[config.mk]
export PLATFORM = sky130hd
export DESIGN_NAME = sacm_lookup
export DESIGN_NICKNAME = d
export VERILOG_FILES = /design/src/hw/rtl/assert_macros.svh /design/src/hw/rtl/sacm_pkg.sv /design/src/hw/rtl/sacm_lookup.sv
export SDC_FILE = /design/constraint.sdc
export NUM_CORES = 1
export LEC_CHECK = 0
export ABC_CLOCK_PERIOD_IN_PS = 5100
export BUFFER_PORTS_ARGS = -buffer_cell sky130_fd_sc_hd__buf_2
export CAP_MARGIN = 20
export CORE_AREA = 2 2 128 130
export DETAILED_ROUTE_END_ITERATION = 8
export DIE_AREA = 0 0 130 132
export PLACE_DENSITY = 0.53
export SLEW_MARGIN = 20
export SYNTH_ARGS = -nofsm -noshare
export SYNTH_HDL_FRONTEND = slang
export SYNTH_SLANG_ARGS = --single-unit
[constraint.sdc]
create_clock -name vclk -period 5.1
set_input_delay 0.51 -clock vclk [all_inputs]
set_output_delay 0.51 -clock vclk [all_outputs]
set_load 0.01 [all_outputs]
[src/hw/rtl/assert_macros.svh]
// ----------------------------------------------------------------------------
// assert_macros.svh
// Concurrent assertion helpers; empty when SYNTHESIS is defined.
// ----------------------------------------------------------------------------
`ifndef ASSERT_MACROS_SVH
`define ASSERT_MACROS_SVH

`ifndef SYNTHESIS

// property must hold at every clock edge outside reset
`define ASSERT_PROP(lbl, clk, rst, prop, msg) \
   lbl: assert property (@(posedge clk) disable iff (rst) (prop)) else $error(msg);

// expression must never be true outside reset
`define ASSERT_NEVER(lbl, clk, rst, expr, msg) \
   lbl: assert property (@(posedge clk) disable iff (rst) !(expr)) else $error(msg);

`else

`define ASSERT_PROP(lbl, clk, rst, prop, msg)
`define ASSERT_NEVER(lbl, clk, rst, expr, msg)

`endif

`endif

[src/hw/rtl/sacm_pkg.sv]
// ----------------------------------------------------------------------------
// sacm_pkg
// Shared constants and types of the MRU set-associative tag store.
// ----------------------------------------------------------------------------
package sacm_pkg;

   localparam int ADDR_PORT_W = 64;  // width of the access address beat
   localparam int CNT_W       = 32;  // access / miss totals
   localparam int CSR_IDX_W   = 2;
   localparam int CSR_DATA_W  = 5;

   localparam int OFFSET_BITS_W = 5;
   localparam int SET_BITS_W    = 3;
   localparam int WAY_BITS_W    = 2;

   localparam logic [OFFSET_BITS_W-1:0] OFFSET_BITS_RST = 5'd4;
   localparam logic [SET_BITS_W-1:0]    SET_BITS_RST    = 3'd4;
   localparam logic [WAY_BITS_W-1:0]    WAY_BITS_RST    = 2'd1;

   localparam int DEF_MAX_SET_BITS = 6;
   localparam int DEF_MAX_WAY_BITS = 2;
   localparam int DEF_ADDR_BITS    = 64;

   typedef enum logic [CSR_IDX_W-1:0] {
      CSR_OFFSET_BITS = 2'd0,
      CSR_SET_BITS    = 2'd1,
      CSR_WAY_BITS    = 2'd2
   } csr_index_type;

endpackage

[src/hw/rtl/sacm_lookup.sv]
// ----------------------------------------------------------------------------
// sacm_lookup
// Parallel tag compare over one set plus victim choice: lowest invalid way
// in use, else the set's MRU way.
// ----------------------------------------------------------------------------
module sacm_lookup #(
   parameter int MAX_WAY_BITS = 2,
   parameter int TAG_W        = 64
) (
   input  logic [(1<<MAX_WAY_BITS)-1:0][TAG_W-1:0]           tag_row,
   input  logic [(1<<MAX_WAY_BITS)-1:0]                      valid_row,
   input  logic [((MAX_WAY_BITS > 0) ? MAX_WAY_BITS : 1)-1:0] mru_way,
   input  logic [TAG_W-1:0]                                  tag,
   input  logic [sacm_pkg::WAY_BITS_W-1:0]                   way_bits,
   output logic                                              hit,
   output logic [((MAX_WAY_BITS > 0) ? MAX_WAY_BITS : 1)-1:0] sel_way
);

   localparam int NWAYS = 1 << MAX_WAY_BITS;
   localparam int WAY_W = (MAX_WAY_BITS > 0) ? MAX_WAY_BITS : 1;

   logic [WAY_W:0]     ways_used;
   logic [NWAYS-1:0]   in_use;
   logic [NWAYS-1:0]   match;
   logic               free_found;
   logic [WAY_W-1:0]   hit_way;
   logic [WAY_W-1:0]   victim;

   always_comb begin
      ways_used = (WAY_W+1)'(1) << way_bits;
      for (int w = 0; w < NWAYS; w++) begin
         in_use[w] = (WAY_W+1)'(w) < ways_used;
         match[w]  = in_use[w] & valid_row[w] & (tag_row[w] == tag);
      end

      hit     = 1'b0;
      hit_way = '0;
      for (int w = 0; w < NWAYS; w++) begin
         if (!hit && match[w]) begin
            hit     = 1'b1;
            hit_way = WAY_W'(w);
         end
      end

      // fall back to MRU only when every way in use is filled
      free_found = 1'b0;
      victim     = mru_way & WAY_W'(ways_used - 1'b1);
      for (int w = 0; w < NWAYS; w++) begin
         if (!free_found && in_use[w] && !valid_row[w]) begin
            free_found = 1'b1;
            victim     = WAY_W'(w);
         end
      end

      sel_way = hit ? hit_way : victim;
   end

endmodule

==> results of run 1 <==
[cells in the final DEF (no fill, tap or decap), drive strengths merged, types with 4 or more instances in the layout]
cell | synthesis | routed
buf | 2 | 331
xnor2 | 98 | 98
xor2 | 95 | 95
inv | 46 | 46
nor4 | 35 | 35
nand4 | 32 | 32
o22ai | 15 | 15
nand2b | 11 | 11
o2bb2ai | 10 | 10
nor2 | 8 | 8
nand2 | 8 | 8
nor2b | 6 | 6
nand3 | 6 | 6
a22o | 5 | 5
o221ai | 5 | 5
nor3 | 4 | 4
o2111ai | 4 | 4
a221oi | 4 | 4
ha | 4 | 4
a2111oi | 4 | 4
[cell families (layout without fill, tap and decap cells)]
group / Yosys count / count (layout) / synth area share, %
buffers and inverters: 59 / 380 / 7.134
adders and majority gates: 4 / 4 / 1.543
xor gates and xnor gates: 193 / 193 / 52.68
AOI/OAI and AO/OA: 65 / 65 / 17.28
other: 0 / 2 / 0
and+or+nand+nor: 115 / 115 / 21.37
[area by class of cell]
type / instances / area share [%]
inverter: 49 / 3.610
antenna: 2 / 0.09756
timing repair buffer: 331 / 32.29
multi-input combinational: 377 / 58.73
tap: 216 / 5.268
[cell usage after synthesis, drive strengths merged (3+ instances only)]
| master | count | share of area (%) |
|---|---|---|
| a2111oi | 4 | 1.7 |
| a21o | 3 | 0.69 |
| a221o | 3 | 0.93 |
| a221oi | 4 | 1.1 |
| a22o | 5 | 1.3 |
| a2bb2oi | 3 | 0.81 |
| clkbuf | 8 | 0.93 |
| ha | 4 | 1.5 |
| inv | 46 | 5.3 |
| nand2 | 8 | 0.93 |
| nand2b | 11 | 2.1 |
| nand3 | 6 | 1.1 |
| nand4 | 32 | 6.2 |
| nor2 | 8 | 0.93 |
| nor2b | 6 | 1.2 |
| nor3 | 4 | 0.62 |
| nor4 | 35 | 7.3 |
| o2111ai | 4 | 1.1 |
| o221ai | 5 | 1.5 |
| o22ai | 15 | 2.9 |
| o2bb2ai | 10 | 2.7 |
| xnor2 | 98 | 27 |
| xor2 | 95 | 26 |
[power by group]
group / switching (mW) / internal [mW]
combinational: 0.232 / 0.213
sequential: 0 / 0
clock: 0 / 0.0000000524
[layer usage]
metal	routed length [um]	global-route usage (%)	share of wire [%]
met5	0	0	0
met2	11370	46.54	50
met3	1602	2.679	7.1
met1	9320	31.63	41
met4	249	2.808	1.1
[metrics by stage]
| stage | hold WS, ns | utilization, % | cells | cell area [sq um] |
|---|---|---|---|---|
| final | 1.594 | 32.65 | 975 | 5130 |
| after global routing | 1.677 | 32.63 | 974 | 5127 |
| after CTS | 1.594 | 32.62 | 973 | 5125 |
| after detailed placement | 1.593 | 32.62 | 973 | 5125 |
| after global placement | 1.595 | 32.62 | 973 | 5125 |
| after floorplan | 1.331 | - | 436 | 3244 |
[path summary, 6_finish.rpt]
check | from | to | slack, ns
worst min-delay path | valid_row[1] | sel_way[0] | 1.59
worst max-delay path | tag[42] | sel_way[0] | 1.41
[worst max-delay path, cell delays in order]
cell	delay, ns
buf_2	0.15
xnor2_1	0.47
nand4_1	0.28
nor4_1	0.76
nand3_2	0.14
nor4_2	0.43
o21bai_1	0.12
a21boi_1	0.16
buf_2	0.15
==> flow_summary.yaml, run 1 <==
yosys:
  synth_cell_types: 45
  synth_nets: 768
  synth_area_sq_mm: 0.003244
  ys.warnings.count: 0
  postSynthAreaPerCell_sq_um: 7.441
  ys_seq_area_share_pct: 0
  syn_inst: 436
global_routing:
  overflow: 0
  grt_pass1_vias: 4813
  track_usage_pct: 25.05
  grt_max_degree: 7
  antenna_found_initial: 2
  grt_pass1_wl_mm: 30.93
power:
  p_leak_nw: 2.447
  power_mw: 0.4449
  irDropWorstVdd_mv: 0.03952
  p_per_area_mw_per_mm2: 86.72
sta:
  fin_crit_sh_pct: 72.27
  rsz0062_at_grt: "no"
  setup_viol: 0
  hold_viol_final: 0
  max_freq_ghz: 0.2713
  worst_slack_ns: 1.414
  slew_viol_final: 0
  worstMarginPinSlew_ns: 0.8342
  tns_ns: 0
  fin_crit_ns: 3.686
  timing.slew.headroom_pct: 43.87
critical_path:
  worstSetupStartpointType: "input pin"
  path_max_fanout: 4
  cp.arrival_ns: 3.18
  crit_type: "input pin to output port"
  required_ns: 4.59
  crit_path_end_kind: "output port"
floorplanning:
  core_sq_mm: 0.01571
  start_util_pct: 20.65
  fp.dieH_um: 132
  die_w_um: 130
  die_area_sq_mm: 0.01716
  ios: 331
  rows: 46
run:
  maxCapViolations: 0
final_layout:
  syn_to_final_growth_pct: 58.12
  multi_input_area_sq_mm: 0.003013
  fin_nets: 1091
  clock_buffers: 0
  drive_gt1_share_pct: 46.10
  seq_cells: 0
  seq_area_sq_um: 0
  fillers: 1811
detailed_routing:
  num_vias: 4526
  antenna_left: 0
  dr.first_iter.drc_count: 188
  wl_mm: 22.54
  first_pass_iters: 4
  drc: 0
  wl_per_cell_um: 23.11
  vias_per_cell: 4.642
place:
  gp_congestion: 0.9154
  post-place-ws_ns: 1.397
  portBuffers: 331
  dp_hpwl_mm: 20.65
clock_tree:
  cts-resized-gates: 0
  cts_setup_buffers: 0
  ctsHoldBuffers: 0
min_path:
  hold_depth: 6
  hp-class: "input pin to output port"
outcome:
  status: "finished clean"
No activity file was read; power rests on OpenSTA's default activity.
==> run 2: changes to the inputs <==
--- a/config.mk
+++ b/config.mk
@@ -5,13 +5,14 @@
 export SDC_FILE = /design/constraint.sdc
 export NUM_CORES = 1
 export LEC_CHECK = 0
-export ABC_CLOCK_PERIOD_IN_PS = 5100
+export ABC_AREA = 1
+export ABC_CLOCK_PERIOD_IN_PS = 3200
 export BUFFER_PORTS_ARGS = -buffer_cell sky130_fd_sc_hd__buf_2
 export CAP_MARGIN = 20
-export CORE_AREA = 2 2 128 130
+export CORE_AREA = 2 2 164 166
 export DETAILED_ROUTE_END_ITERATION = 8
-export DIE_AREA = 0 0 130 132
-export PLACE_DENSITY = 0.53
+export DIE_AREA = 0 0 166 168
+export PLACE_DENSITY = 0.52
 export SLEW_MARGIN = 20
 export SYNTH_ARGS = -nofsm -noshare
 export SYNTH_HDL_FRONTEND = slang
==> constraint.sdc (replaced) <==
create_clock -name vclk -period 3.2
set_input_delay 0.32 -clock vclk [all_inputs]
set_output_delay 0.32 -clock vclk [all_outputs]
set_load 0.01 [all_outputs]
==> run 2 against run 1 <==
Critical path depth is 5 higher. Power grew to 2.9 times the previous value. Final cell count is 120% higher. Critical path type unchanged. Critical endpoint unchanged. Largest cell class unchanged. Largest power group unchanged.
==> flow_summary.yaml, run 2 <==
outcome:
  status: "finished clean"
power:
  p_per_area_mw_per_mm2: 152.0
  p_leak_nw: 5.633
  irDropWorstVdd_mv: 0.06785
critical_path:
  critPathMaxStageDelay_ns: 0.61
  crit_type: "input pin to output port"
  worst_path_most_repeated_cell: "nand2_1"
  cp.arrival_ns: 2.40
  required_ns: 2.88
  crit_path_end_kind: "output port"
  cp_slowest_cell: "xnor2_1"
  path_max_fanout: 7
  path_cells: "buf_2, xnor2_1, nand2_1, nor2_1, nand2_1, nor2_1, nand2_1, nor2_1, nand2_1, nand2_1, nand2_1, nand2_1, nand2_1, buf_2"
  worstSetupStartpointType: "input pin"
detailed_routing:
  num_vias: 10400
  drc: 0
  vias_per_cell: 4.785
  wl_per_cell_um: 21.80
  first_pass_iters: 6
  wl_mm: 47.38
  dr.first_iter.drc_count: 975
  antenna_left: 0
floorplanning:
  die_area_sq_mm: 0.02789
  start_util_pct: 24.45
  core_sq_mm: 0.02635
  rows: 60
  die_w_um: 166
  fp.dieH_um: 168
  ios: 331
sta:
  fin_crit_sh_pct: 84.98
  worst_slack_ns: 0.4808
  tns_ns: 0
  hold_viol_final: 0
  fin_crit_ns: 2.719
  rsz0062_at_grt: "no"
  worstMarginPinSlew_ns: 0.7292
  setup_viol: 0
  timing.slew.headroom_pct: 51.04
  hold_slack_ns: 1.129
  slew_viol_final: 0
  max_freq_ghz: 0.3678
final_layout:
  seq_cells: 0
  clock_buffers: 0
  layout_common_cells: "nand2_1, buf_2, inv_1"
  seq_area_sq_um: 0
  drive_gt1_share_pct: 19.55
  fin_nets: 2165
  final_common_cell: "nand2_1"
  syn_to_final_growth_pct: 31.17
  fillers: 3256
yosys:
  synth_adder_area_share_pct: 0.7768
  synth_top_family_by_area: "simple AND/OR/NAND/NOR gates"
  synth_compound_area_share_pct: 4.020
  syn_inst: 1514
  synth.area.mux_share_pct: 0
  postSynthAreaPerCell_sq_um: 4.255
  synthSimpleGateAreaFrac_pct: 68.65
  yosysTopAreaCellShare_pct: 42.53
  synth.area.top_cells: "nand2_1, inv_1, nor2_1, xnor2_1, xor2_1"
  ys.warnings.count: 0
  synth_xor_area_share_pct: 9.516
  synth_common_cells: "nand2_1, inv_1, nor2_1, o21ai_0, nand4_1"
  synth_cell_types: 30
  synth_nets: 1846
  synth.most_common_cell: "nand2_1"
  ys_seq_area_share_pct: 0
  yosys.area.top_type: "nand2_1"
  synth_area_sq_mm: 0.006442
global_routing:
  track_usage_pct: 32.25
  grt_pass1_wl_mm: 64.56
  grt_max_degree: 10
  grt_pass1_vias: 9844
  antenna_found_initial: 3
  overflow: 0
place:
  portBuffers: 331
  post-place-ws_ns: 0.5545
  dp_hpwl_mm: 44.02
  gp_congestion: 1.040
min_path:
  worstHoldStart: "valid_row[2]"
  hold_depth: 6
  hp-class: "input pin to output port"
  min_to: "sel_way[0]"
run:
  maxCapViolations: 0
clock_tree:
  cts-resized-gates: 0
  cts_setup_buffers: 0
  ctsHoldBuffers: 0
## run 2: cell count changes after synthesis, sizes merged, moves of 9 or more
cell     delta
nor4       -35
or2         +9
nand3b     +10
o22ai      -15
o2bb2ai    -10
nor3       +16
nand3      +26
xnor2      -61
xor2       -62
inv       +225
o21ai      +44
nor2      +243
nand2     +725
nand2b     -10
## run 2: worst max path at each step
stage	from	endpoint	slack [ns]	cells past startpoint
floorplan	way_bits[0]	sel_way[1]	1.45	8
global placement	tag[38]	sel_way[0]	0.51	14
detailed placement	tag[38]	sel_way[0]	0.55	14
CTS	tag[38]	sel_way[0]	0.55	14
global route	way_bits[0]	sel_way[0]	0.37	17
finish	tag[38]	sel_way[0]	0.48	14
## run 2: area by class of cell
type | instances | area, sq um | share of cell area (%)
Tap cell | 341 | 426.7 | 5.049
Timing Repair Buffer | 331 | 1657 | 19.60
Antenna cell | 2 | 5.005 | 0.05922
Inverter | 271 | 1017 | 12.04
Multi-Input combinational cell | 1229 | 5345 | 63.25
## run 2: cells by family (layout without fill, tap and decap cells)
group           after synthesis  count (layout)
buf+inv                     285             602
fa+ha+maj                     4               4
other cells                   0               2
xor+xnor                     70              70
compound gates               50              50
simple gates               1105            1105
## run 2: where the power goes
part | leakage [nW] | switching [mW] | internal (mW) | total (mW)
sequential | 0 | 0 | 0 | 0
combinational | 5.63 | 0.869 | 0.416 | 1.28
clock | 0.0000157 | 0 | 0.0000000383 | 0.0000000383
total | 5.63 | 0.869 | 0.416 | 1.28
## run 2: stage by stage
step	total power, mW	utilization, %	area, sq um	std cells
3_3_place_gp	1.257	32.05	8446	2172
5_1_grt	1.384	32.05	8446	2172
4_1_cts	1.255	32.05	8446	2172
2_1_floorplan	0.5983	-	6442	1514
3_5_place_dp	1.248	32.05	8446	2172
6_report	1.284	32.07	8451	2174
## run 2: metal layers
| layer | wire length, um | global-route usage [%] | vias to the layer above |
|---|---|---|---|
| li1 | - | - | 5126 |
| met3 | 4329 | 6.112 | 73 |
| met2 | 21930 | 55.51 | 569 |
| met5 | 27 | 0 | - |
| met4 | 1668 | 9.716 | 4 |
| met1 | 19430 | 40.84 | 4630 |
## run 2: critical path: cells and delay by family
| family | cells | cell delay [ns] |
|---|---|---|
| simple gates | 11 | 1.19 |
| xor+xnor | 1 | 0.61 |
| buf+inv | 2 | 0.28 |
==> run 3: changes to the inputs <==
--- a/config.mk
+++ b/config.mk
@@ -6,7 +6,7 @@
 export NUM_CORES = 1
 export LEC_CHECK = 0
 export ABC_AREA = 1
-export ABC_CLOCK_PERIOD_IN_PS = 3200
+export ABC_CLOCK_PERIOD_IN_PS = 2330
 export BUFFER_PORTS_ARGS = -buffer_cell sky130_fd_sc_hd__buf_2
 export CAP_MARGIN = 20
 export CORE_AREA = 2 2 164 166
==> constraint.sdc (replaced) <==
create_clock -name vclk -period 2.33
set_input_delay 0.233 -clock vclk [all_inputs]
set_output_delay 0.233 -clock vclk [all_outputs]
set_load 0.01 [all_outputs]
==> run 3 against run 2 <==
First-iteration DRC count increased by 10%. Routed wire length increased by 0.95%. Combinational power increased by 42%. Critical path depth decreased by 1. Cell area increased by 3.0%. Die area unchanged. Global-route usage increased by 0.31 points. Final cell count increased by 1.1%. Sequential share of layout area unchanged. Worst setup slack got worse by 0.39 ns. Sequential cell count unchanged. Power increased by 42%.
==> flow_summary.yaml, run 3 (synthesis gave the netlist of run 2 again) <==
min_path:
  worstHoldStart: "mru_way[0]"
  hp-class: "input pin to output port"
critical_path:
  crit_path_end_kind: "output port"
  cp-startpoint: "tag[7]"
  required_ns: 2.10
  crit_type: "input pin to output port"
  worstSetupStartpointType: "input pin"
  cp.arrival_ns: 2.01
  path_max_fanout: 5
place:
  dp_hpwl_mm: 44.35
  gp_congestion: 1.032
  post-place-ws_ns: -0.2915
  dp_cells: 2198
  portBuffers: 331
floorplanning:
  rows: 60
  core_sq_mm: 0.02635
  ios: 331
  fp.dieH_um: 168
  die_w_um: 166
  start_util_pct: 24.45
  die_area_sq_mm: 0.02789
final_layout:
  n_antenna_cell: 0
  final_common_cell: "nand2_1"
  clock_buffers: 0
  drive_gt1_share_pct: 21.49
  syn_to_final_growth_pct: 35.13
  layout_common_cells: "nand2_1, buf_2, inv_1"
  seq_area_sq_um: 0
  instances_no_fill: 2198
  seq_cells: 0
  fin_nets: 2191
detailed_routing:
  antenna_left: 0
  wl_per_cell_um: 21.76
  dr.first_iter.drc_count: 1077
  wl_mm: 47.83
  drc: 0
  num_vias: 10560
  first_pass_iters: 5
  vias_per_cell: 4.805
global_routing:
  grt_max_degree: 10
  overflow: 0
  antenna_found_initial: 1
  grt_pass1_vias: 10100
  track_usage_pct: 32.56
  grt_pass1_wl_mm: 65.81
outcome:
  status: "finished clean"
clock_tree:
  cts_setup_buffers: 0
  ctsHoldBuffers: 0
power:
  p_leak_nw: 5.763
  irDropWorstVdd_mv: 0.09003
  p_per_area_mw_per_mm2: 209.2
sta:
  max_freq_ghz: 0.4459
  rsz0062_at_grt: "yes"
  worst_slack_ns: 0.08730
  fin_crit_sh_pct: 96.25
  worstMarginPinSlew_ns: 0.5671
  hold_viol_final: 0
  setup_viol: 0
  timing.slew.headroom_pct: 62.07
  fin_crit_ns: 2.243
  slew_viol_final: 0
run:
  maxCapViolations: 0
[run 3: cell types whose count changed in the layout (fill, tap and decap cells not counted), moves of 2 or more]
cell / before / now
buf_4: 0 / 26
nor2_1: 247 / 241
nand2_1: 730 / 725
nor2_2: 4 / 8
nand2_2: 3 / 6
diode_2: 2 / 0
inv_1: 255 / 253
inv_2: 16 / 18
nand2_4: 0 / 2
nor2_4: 0 / 2
[run 3: layout make-up]
| type | instances | area, sq um |
|---|---|---|
| inverter | 271 | 1017 |
| multi-input combinational | 1229 | 5410 |
| fill | 3236 | 17640 |
| timing repair buffer | 357 | 1852 |
| tap | 341 | 426.7 |
[run 3: metal layers]
layer	GRT usage, %	part of all wire [%]	vias up
met5	0	0	-
met1	42.50	42	4751
li1	-	-	5171
met3	3.832	8.3	70
met2	57.60	47	570
met4	6.919	2.9	0
[run 3: power breakdown]
group,internal (mW),switching (mW)
Combinational,0.613,1.21
Sequential,0,0
Clock,0,0
Total,0.613,1.21
[run 3: critical path: stages]
cell     delay (ns)
buf_2          0.13
inv_1          0.09
nand2_1        0.20
nand4_1        0.11
nor3_1         0.39
nand2_1        0.09
nor2_1         0.15
buf_4          0.15
nand3_1        0.08
nand2_1        0.08
nand2_1        0.10
nand2_1        0.09
buf_2          0.12
[run 3: repair_timing]
item | in CTS | in global routing
pin swaps | 0 | 2
resized for setup | 6 | 14
endpoints found under the setup margin | 3 | 3
[run 3: worst paths after layout]
check / slack (ns) / cells after the start / end
setup / recovery: 0.09 / 13 / sel_way[0]
hold / removal: 0.99 / 6 / sel_way[0]
[run 3: stage by stage]
step                      setup TNS [ns]  total power [mW]  util [%]  area, sq um  hold WS, ns
after global routing             -0.1263             1.958     33.04         8706        1.010
after floorplan                        0            0.8217         -         6442       0.7498
final                                  0             1.821     33.04         8706       0.9872
after detailed placement         -0.7661             1.762     32.79         8641       0.9459
after global placement           -0.6485             1.772     32.79         8641       0.9652
after CTS                              0             1.771     32.84         8653       0.9623
